### config.mk
export PLATFORM = sky130hd
export DESIGN_NAME = ephemeral_id_dwell_tracker
export DESIGN_NICKNAME = d
export VERILOG_FILES = /design/src/sv/eidt_pkg.sv /design/src/sv/ephemeral_id_dwell_tracker.sv
export VERILOG_INCLUDE_DIRS = /design/src /design/src/sv
export SDC_FILE = /design/constraint.sdc
export NUM_CORES = 1
export LEC_CHECK = 0
export BUFFER_PORTS_ARGS = -buffer_cell sky130_fd_sc_hd__buf_4
export CORE_MARGIN = 2
export CORE_UTILIZATION = 50
export DETAILED_ROUTE_END_ITERATION = 10
export GPL_ROUTABILITY_DRIVEN = 0
export PLACE_DENSITY = 0.74
export SYNTH_ARGS = -nofsm -noshare
export SYNTH_HDL_FRONTEND = slang
export SYNTH_SLANG_ARGS = --single-unit
### constraint.sdc
create_clock -name clk -period 14 [get_ports clk]
set_input_delay 1.4 -clock clk [delete_from_list [all_inputs] [get_ports clk]]
set_output_delay 1.4 -clock clk [all_outputs]
set_load 0.02 [all_outputs]
### src/sv/ephemeral_id_dwell_tracker_defines.svh
// Assertion macros for the ephemeral id dwell tracker.
// Each macro takes the clock and the active-low reset explicitly.
`ifndef EPHEMERAL_ID_DWELL_TRACKER_DEFINES_SVH
`define EPHEMERAL_ID_DWELL_TRACKER_DEFINES_SVH

`ifndef SYNTHESIS
// The consequent must hold in the same cycle as the antecedent.
`define EIDT_ASSERT_SAME(label, clk_i, rstn_i, ante, cons) \
    label: assert property (@(posedge clk_i) disable iff (!rstn_i) (ante) |-> (cons)) \
        else $error("eidt assertion failed");
// The consequent must hold in the cycle after the antecedent.
`define EIDT_ASSERT_NEXT(label, clk_i, rstn_i, ante, cons) \
    label: assert property (@(posedge clk_i) disable iff (!rstn_i) (ante) |=> (cons)) \
        else $error("eidt assertion failed");
`else
`define EIDT_ASSERT_SAME(label, clk_i, rstn_i, ante, cons)
`define EIDT_ASSERT_NEXT(label, clk_i, rstn_i, ante, cons)
`endif

`endif

### src/sv/eidt_pkg.sv
// Shared types and constants for the ephemeral id dwell tracker.
// No dependencies.
`default_nettype none

package eidt_pkg;

    localparam int SLOTS_DEFAULT   = 4;
    localparam int ID_BITS_DEFAULT = 64;
    localparam int PAYLOAD_BYTES   = 32;

    // An observation is only handled when its payload has this length.
    localparam logic [7:0] PAYLOAD_LEN_OK = 8'(PAYLOAD_BYTES + 1);

    localparam logic ACTION_TICK    = 1'b0;
    localparam logic ACTION_OBSERVE = 1'b1;

    localparam logic [1:0] OUTCOME_NEW       = 2'd0;
    localparam logic [1:0] OUTCOME_MATCH     = 2'd1;
    localparam logic [1:0] OUTCOME_ENCOUNTER = 2'd2;

    typedef struct packed {
        logic        action;
        logic [31:0] tick_count;
        logic [7:0]  payload_length;
        logic [63:0] eph_id;
        logic [31:0] beacon_id;
        logic [31:0] beacon_time;
    } obs_item_t;

    typedef struct packed {
        logic [1:0]  outcome;
        logic [1:0]  slot;
        logic [31:0] seen_beacon_id;
        logic [31:0] seen_beacon_time;
        logic [31:0] clock_at_result;
    } res_item_t;

endpackage

`default_nettype wire

### src/sv/ephemeral_id_dwell_tracker.sv
// Ephemeral id dwell tracker: id table, slot scan sequencer and result register.
// Depends on eidt_pkg and ephemeral_id_dwell_tracker_defines.svh.
//
// Usage:
//   obs channel (obs_valid / obs_stall / obs): tick requests advance the
//   local clock, observation requests are looked up in the id table.
//   res channel (res_valid / res_stall / res): one result per observation
//   of the correct payload length; ticks and wrong lengths give none.
//   cfg channel (cfg_valid / cfg_ready / cfg_data): writes the minimum
//   encounter time; cfg_ready is always high.
// Sequencing:
//   A tick request is done in the idle state. An observation reads the
//   slots one at a time from the table memory (a read state, then a compare
//   state per slot), then the eval state does the dwell subtract and table
//   update. obs_stall is high for the whole of that time.
// Stalls: the result register holds a finished result while res_stall is
//   high; the next request is still taken, and its own result waits in the
//   last step until the register is free.
// Reset: the table reads as all zero through per-slot valid bits, so no
//   clearing pass is needed; the clock, pointer and result valid bit are zeroed.
`default_nettype none
`include "ephemeral_id_dwell_tracker_defines.svh"

module ephemeral_id_dwell_tracker #(
    parameter int SLOTS   = eidt_pkg::SLOTS_DEFAULT,
    parameter int ID_BITS = eidt_pkg::ID_BITS_DEFAULT
) (
    input  wire logic                clk,
    input  wire logic                rst_n,
    input  wire logic                obs_valid,
    output logic                     obs_stall,
    input  wire eidt_pkg::obs_item_t obs,
    output logic                     res_valid,
    input  wire logic                res_stall,
    output eidt_pkg::res_item_t      res,
    input  wire logic                cfg_valid,
    output logic                     cfg_ready,
    input  wire logic [31:0]         cfg_data
);

    localparam int IDX_W = (SLOTS > 1) ? $clog2(SLOTS) : 1;
    localparam logic [IDX_W-1:0] LAST_IDX = IDX_W'(SLOTS - 1);

    localparam logic [1:0] S_IDLE = 2'd0;
    localparam logic [1:0] S_RD   = 2'd1;
    localparam logic [1:0] S_CMP  = 2'd2;
    localparam logic [1:0] S_EVAL = 2'd3;

    // Table memories and their valid bits.
    logic [ID_BITS-1:0] id_mem   [SLOTS];
    logic [31:0]        time_mem [SLOTS];
    logic [SLOTS-1:0]   slot_valid_reg;

    logic [1:0]         state_reg, state_next;
    logic [IDX_W-1:0]   scan_idx_reg, scan_idx_next;
    logic [IDX_W-1:0]   ptr_reg, ptr_next;
    logic [IDX_W-1:0]   hit_slot_reg, hit_slot_next;
    logic               hit_reg, hit_next;
    logic [31:0]        hit_time_reg, hit_time_next;
    logic [31:0]        clock_reg, clock_next;
    logic [31:0]        min_time_reg;
    logic               res_valid_reg, res_valid_next;
    eidt_pkg::res_item_t res_reg;

    logic [ID_BITS-1:0] id_reg;
    logic [31:0]        bid_reg;
    logic [31:0]        btime_reg;

    logic [ID_BITS-1:0] id_q_reg;
    logic [31:0]        time_q_reg;
    logic               rd_valid_reg;

    logic               obs_accept;
    logic               obs_good;
    logic               res_free;
    logic               finish;
    logic               mem_we;
    logic [IDX_W-1:0]   wr_idx;
    logic [ID_BITS-1:0] id_cur;
    logic [31:0]        time_cur;
    logic [31:0]        dwell;
    logic               encounter;
    logic [1:0]         outcome;

    assign obs_stall  = (state_reg != S_IDLE);
    assign obs_accept = obs_valid && !obs_stall;
    assign obs_good   = (obs.action == eidt_pkg::ACTION_OBSERVE)
                     && (obs.payload_length == eidt_pkg::PAYLOAD_LEN_OK);
    assign res_free   = !res_valid_reg || !res_stall;
    assign finish     = (state_reg == S_EVAL) && res_free;

    assign cfg_ready = 1'b1;
    assign res_valid = res_valid_reg;
    assign res       = res_reg;

    // Entries never written read as zero.
    assign id_cur   = rd_valid_reg ? id_q_reg : '0;
    assign time_cur = rd_valid_reg ? time_q_reg : '0;

    // The one subtract and compare of the dwell step.
    assign dwell     = clock_reg - hit_time_reg;
    assign encounter = (dwell >= min_time_reg);

    always_comb
    begin
        if (!hit_reg)
            outcome = eidt_pkg::OUTCOME_NEW;
        else if (encounter)
            outcome = eidt_pkg::OUTCOME_ENCOUNTER;
        else
            outcome = eidt_pkg::OUTCOME_MATCH;
    end

    // A miss replaces the slot under the pointer; an encounter refreshes the hit slot.
    assign mem_we = finish && (!hit_reg || encounter);
    assign wr_idx = hit_reg ? hit_slot_reg : ptr_reg;

    always_comb
    begin
        state_next     = state_reg;
        scan_idx_next  = scan_idx_reg;
        ptr_next       = ptr_reg;
        hit_slot_next  = hit_slot_reg;
        hit_next       = hit_reg;
        hit_time_next  = hit_time_reg;
        clock_next     = clock_reg;
        res_valid_next = res_valid_reg && res_stall;

        unique case (state_reg)
            S_IDLE:
            begin
                if (obs_accept)
                begin
                    if (obs.action == eidt_pkg::ACTION_TICK)
                    begin
                        clock_next = clock_reg + obs.tick_count;
                    end
                    else if (obs_good)
                    begin
                        scan_idx_next = '0;
                        hit_next      = 1'b0;
                        state_next    = S_RD;
                    end
                end
            end
            S_RD:
            begin
                state_next = S_CMP;
            end
            S_CMP:
            begin
                // Later slots overwrite earlier matches, so the highest one wins.
                if (id_cur == id_reg)
                begin
                    hit_next      = 1'b1;
                    hit_slot_next = scan_idx_reg;
                    hit_time_next = time_cur;
                end
                if (scan_idx_reg == LAST_IDX)
                begin
                    state_next = S_EVAL;
                end
                else
                begin
                    scan_idx_next = scan_idx_reg + 1'b1;
                    state_next    = S_RD;
                end
            end
            S_EVAL:
            begin
                if (res_free)
                begin
                    res_valid_next = 1'b1;
                    state_next     = S_IDLE;
                    if (!hit_reg)
                        ptr_next = (ptr_reg == LAST_IDX) ? '0 : ptr_reg + 1'b1;
                end
            end
            default:
            begin
                state_next = S_IDLE;
            end
        endcase
    end

    always_ff @(posedge clk or negedge rst_n)
    begin
        if (!rst_n)
        begin
            state_reg      <= S_IDLE;
            scan_idx_reg   <= '0;
            ptr_reg        <= '0;
            hit_slot_reg   <= '0;
            hit_reg        <= 1'b0;
            hit_time_reg   <= '0;
            clock_reg      <= '0;
            min_time_reg   <= '0;
            res_valid_reg  <= 1'b0;
            slot_valid_reg <= '0;
        end
        else
        begin
            state_reg     <= state_next;
            scan_idx_reg  <= scan_idx_next;
            ptr_reg       <= ptr_next;
            hit_slot_reg  <= hit_slot_next;
            hit_reg       <= hit_next;
            hit_time_reg  <= hit_time_next;
            clock_reg     <= clock_next;
            res_valid_reg <= res_valid_next;
            if (cfg_valid && cfg_ready)
                min_time_reg <= cfg_data;
            if (mem_we)
                slot_valid_reg[wr_idx] <= 1'b1;
        end
    end

    // Request payload and result payload.
    always_ff @(posedge clk)
    begin
        if (obs_accept)
        begin
            id_reg    <= obs.eph_id[ID_BITS-1:0];
            bid_reg   <= obs.beacon_id;
            btime_reg <= obs.beacon_time;
        end
        if (finish)
        begin
            res_reg.outcome          <= outcome;
            res_reg.slot             <= 2'(hit_reg ? hit_slot_reg : ptr_reg);
            res_reg.seen_beacon_id   <= bid_reg;
            res_reg.seen_beacon_time <= btime_reg;
            res_reg.clock_at_result  <= clock_reg;
        end
    end

    // Table memories: one read port at the scan index, one write port.
    always_ff @(posedge clk)
    begin
        if (state_reg == S_RD)
        begin
            id_q_reg     <= id_mem[scan_idx_reg];
            time_q_reg   <= time_mem[scan_idx_reg];
            rd_valid_reg <= slot_valid_reg[scan_idx_reg];
        end
        if (mem_we)
        begin
            id_mem[wr_idx]   <= id_reg;
            time_mem[wr_idx] <= clock_reg;
        end
    end

    `EIDT_ASSERT_NEXT(a_good_obs_scans, clk, rst_n, obs_accept && obs_good, state_reg == S_RD)
    `EIDT_ASSERT_NEXT(a_tick_adds, clk, rst_n,
        obs_accept && (obs.action == eidt_pkg::ACTION_TICK),
        clock_reg == $past(clock_reg) + $past(obs.tick_count))
    `EIDT_ASSERT_SAME(a_result_from_eval, clk, rst_n, $rose(res_valid_reg),
        $past(state_reg) == S_EVAL)
    `EIDT_ASSERT_SAME(a_scan_in_range, clk, rst_n, state_reg != S_IDLE,
        (scan_idx_reg <= LAST_IDX) && (ptr_reg <= LAST_IDX))

endmodule

`default_nettype wire

==> impl.org <==
** Placed design
- After detailed placement, the design holds a cell count of between 3000 and 4000.
- IO buf count :: 307
- The HPWL after detailed placement is 49700 um.

** Min path
- The worst hold path terminates at res[85]$_DFFE_PP_.
- Worst hold path type :: reg -> reg
- The worst hold path was traced through 0 stages.
- Launch instance of the worst min-delay path :: bid_reg[21]$_DFFE_PP_

** Clock network
- Number of clock sinks seen by CTS :: around 820
- Total CTS buffers :: 82
- Maximum buffer depth of the clock tree :: 3
- Buffers added to address setup during post-CTS repair amount to 0.
- The tree is rooted in a clkbuf_16.
- Later-pin clock latency in the skew report :: 0.65 ns
- TritonCTS built the clock tree.
- After clock tree synthesis, the clock-pin slew on the worst setup and hold paths is roughly 0.06 ns.
- Post-CTS sizing :: 0
- H-tree Lvls :: 3
- Hold-fix buffers, CTS :: 0

** Timing
- Setup repair after global routing left no endpoint under its margin.
- Based on the critical path, the design can be clocked at up to between 100 and 150 MHz.
- On the final layout, the worst hold slack is 0.413 ns.
- The smallest clock period supported by the final layout is computed as roughly 7.2 ns.
- Number of endpoints with negative hold slack in the final report :: 0
- Worst slew margin relative to its limit :: between 10% and 20%
- The max-slew violation total from the final report was 0.
- Setup violations remaining at the end of the flow were counted as 0.
- Worst clock skew :: 0.0471 ns
- Final critical-path share of the clock period :: 51.8%
- At the pin with the least slew margin, the transition time is approximately 1.2 ns.

** Die
- The initial utilization of the core area, before any placement, comes to 50.5%.
- In this run the horizontal extent of the chip is approximately 260 um.
- In this run the vertical extent of the chip is 262 um.
- The floorplan has 94 rows.
- Area of the die :: 68400 sq um
- During I/O placement, the number of pins put on the boundary was 309.
- Floorplan Core Area :: 65700 sq um

** Yosys
- The synthesized design spends more area on one cell type than any other, namely edfxtp_1.
- Ranked by total cell area, the synthesized netlist is headed by edfxtp_1 (64%), dfrtp_1 (8.3%), mux4_2 (6.6%).
- Number of warnings printed during yosys synthesis :: 0
- Mean instance size in the synthesized netlist :: 16.2 sq um
- After synthesis, the largest area contributor takes up 64.2% of total cell area.
- Async set-or-reset flop fraction in the synthesized netlist :: a little over an eighth
- The synthesized netlist occupies a cell area of 33200 sq um.
- Flip-flop cell with the highest count after synthesis :: edfxtp_1
- Part of the Yosys area used for sequential elements :: between 70% and 80%
- Yosys reg bits :: 819
- Yosys mapped a number of flops with a built-in enable equal to 709.
- Counting distinct cell types in the post-synthesis netlist gives 75.
- Mapped Nets :: 2350
- Number of instances in the synthesized netlist :: 2046

** Layout
- Number of nets in the layout :: 2699
- Flip-flop and latch area :: 24100 sq um
- Non-filler cells in the finished layout :: 3327
- ANT cells :: 0
- Filler cells :: 4740
- Synthesis-to-finish area growth :: 18.4%
- Proportion of layout cells with a drive suffix above 1 :: 23.3%
- The register with the most flip-flops in the layout has 256 of them.
- Area used by multi-input combinational logic :: 8440 sq um

** Global route
- The number of global-route vias before repair is a little under 20000.
- Summed over all layers, the global routing overflow is 0.
- The initial antenna violation count is 0.
- Total GRT Usage :: 22.2%
- Pin count of the biggest net entering global routing :: slightly below 80
- The first global-routing pass estimated 115000 um of wire.

** Drt
- Vias :: 19100
- The final layout contains routed wiring with a total length of 75800 um.
- After the first detailed-routing iteration, the DRC count stood at 1687.
- Via count normalized by instance count :: 5.75
- Dividing the detail-routed wire length by the instance count gives 22.8 um.
- Pre-antenna DRT Iters :: 5
- In the routed design, unresolved DRC markers number 0.
- Remaining antenna violation count :: 0

** Critical path
- Data required time of the worst path :: around 14 ns
- Critical path fanouts, max :: 64
- Counting cells, the worst reg-to-reg path comes to 21.
- STA puts the critical path data arrival time at 7.50 ns.
- The worst setup path is of the reg -> reg kind.
- Kind of end point of the critical path :: flop
- Startpoint of the lowest-slack register-to-register path :: clock_reg[0]$_DFFE_PN0P_
- The endpoint identified for the worst register-to-register timing path is id_mem[2][0]$_DFFE_PP_.
- Category of the worst setup path launch point :: flop
- For flop-to-flop paths, the worst setup slack is 6.75 ns.

** Pwr
- The worst-case IR drop observed on VDD is 0.137 mV.
- The analysis attributes to cell leakage a power of 0.0144 uW.
- In this run the power density over the cells is 201 nW/um^2.

** Run
- The tool flagged a number of max-cap violations equal to 0.

** Run status
- The run finished with clean final reports.
[worst max path at each step]
stage | startpoint | to | slack (ns) | depth (start not counted)
3_5_place_dp | clock_reg[0]$_DFFE_PN0P_ | id_mem[2][46]$_DFFE_PP_ | 6.88 | 21
6_report | clock_reg[0]$_DFFE_PN0P_ | id_mem[2][0]$_DFFE_PP_ | 6.75 | 21
3_3_place_gp | clock_reg[0]$_DFFE_PN0P_ | id_mem[2][4]$_DFFE_PP_ | 7.11 | 21
5_1_grt | clock_reg[0]$_DFFE_PN0P_ | id_mem[2][0]$_DFFE_PP_ | 6.42 | 21
4_1_cts | clock_reg[0]$_DFFE_PN0P_ | id_mem[2][55]$_DFFE_PP_ | 6.81 | 21
2_1_floorplan | res_stall | id_mem[0][0]$_DFFE_PP_ | -0.74 | 3
[synthesized netlist by cell type, types with 10 or more instances]
library cell and count:
mux4_2 97, o21a_1 14, o31ai_1 22, dfrtp_1 110, a21oi_1 70, a22oi_1 13
and3_1 12, clkbuf_1 41, xor2_1 23, nor2b_1 16, nor3_1 19, o22ai_1 18
a211oi_1 10, o21ai_1 30, nor4_1 10, nand2b_1 13, a221oi_1 10, inv_1 123
buf_1 13, a21o_1 46, o21ai_0 131, edfxtp_1 709, nand2_1 149, nand4_1 12
xnor2_1 35, ha_1 96, nand3_1 38, nor2_1 55
[layout make-up]
type                    count  share of cell area, %
well taps                 864                   2.75
flip-flops and latches    819                   61.2
inverters                 123                   1.18
clock inverters            53                   1.57
clock buffers              99                   5.49
multi-input cells        1041                   21.5
repair buffers            328                   6.27
[critical path, stage by stage (launching register included)]
cell,delay [ns]
dfrtp_1,0.43
inv_1,0.10
ha_1,0.18
inv_1,0.06
fa_1,0.41
a211oi_1,0.23
o21ai_0,0.24
nand3_1,0.18
and3_1,0.23
a21oi_1,0.14
o41ai_1,0.67
o21bai_1,0.19
xnor2_1,0.16
ha_1,0.30
a21o_1,0.11
a21oi_1,0.10
a21oi_1,0.18
o21ai_0,0.14
o211ai_1,0.44
nand2_1,0.36
nor3_2,0.99
buf_4,0.90
[layout by cell type, fill, tap and decap left out, types with 15 or more instances in the layout]
| cell type | instances |
|---|---|
| a21o_1 | 46 |
| a21oi_1 | 69 |
| buf_4 | 328 |
| clkbuf_16 | 83 |
| clkinv_1 | 16 |
| clkinv_2 | 16 |
| dfrtp_1 | 108 |
| edfxtp_1 | 709 |
| ha_1 | 96 |
| inv_1 | 123 |
| mux4_2 | 97 |
| nand2_1 | 149 |
| nand3_1 | 38 |
| nor2_1 | 53 |
| nor2b_1 | 15 |
| nor3_1 | 17 |
| o21ai_0 | 131 |
| o21ai_1 | 30 |
| o22ai_1 | 18 |
| o31ai_1 | 22 |
| xnor2_1 | 35 |
| xor2_1 | 23 |
[routing by layer]
metal,GRT usage [%],vias to the layer above,routed length (um)
li1,-,8624,-
met1,29.8,9586,30400
met2,35.8,775,37200
met3,5.18,143,6170
met4,7.80,0,2060
met5,0,-,0
[cell families (layout without fill, tap and decap cells)]
group                    count (synthesis)  count (layout)  share of synthesized area [%]
flip-flops                             819             819                           72.5
AO/OA/AOI/OAI                          426             426                           8.09
AND/OR/NAND/NOR                        351             351                           5.01
buffers and inverters                  186             603                           2.22
multiplexers                           107             107                           6.91
adder cells (fa/ha/maj)                 98              98                           3.74
XOR/XNOR                                58              58                           1.53
other                                    1               1                         0.0113
[stage by stage]
stage                     cell area [sq um]  TNS [ns]  power [uW]  util, %  worst slack [ns]
final                                 39300         0        7890     59.7              6.75
after CTS                             39300         0        7940     59.7              6.81
after floorplan                       33200   -141.19        5010        -            -0.736
after global routing                  39300         0        8290     59.7              6.42
after detailed placement              36500         0        5690     55.5              6.88
after global placement                36500         0        5600     55.5              7.11
[power by group]
part           internal [uW]  leakage [uW]  switching [uW]  total, uW
sequential              3180       0.00788             349       3530
clock                   1300       0.00135             934       2230
combinational            926       0.00518            1210       2130
total                   5400        0.0144            2490       7890
(Power assumes the default switching activity.)
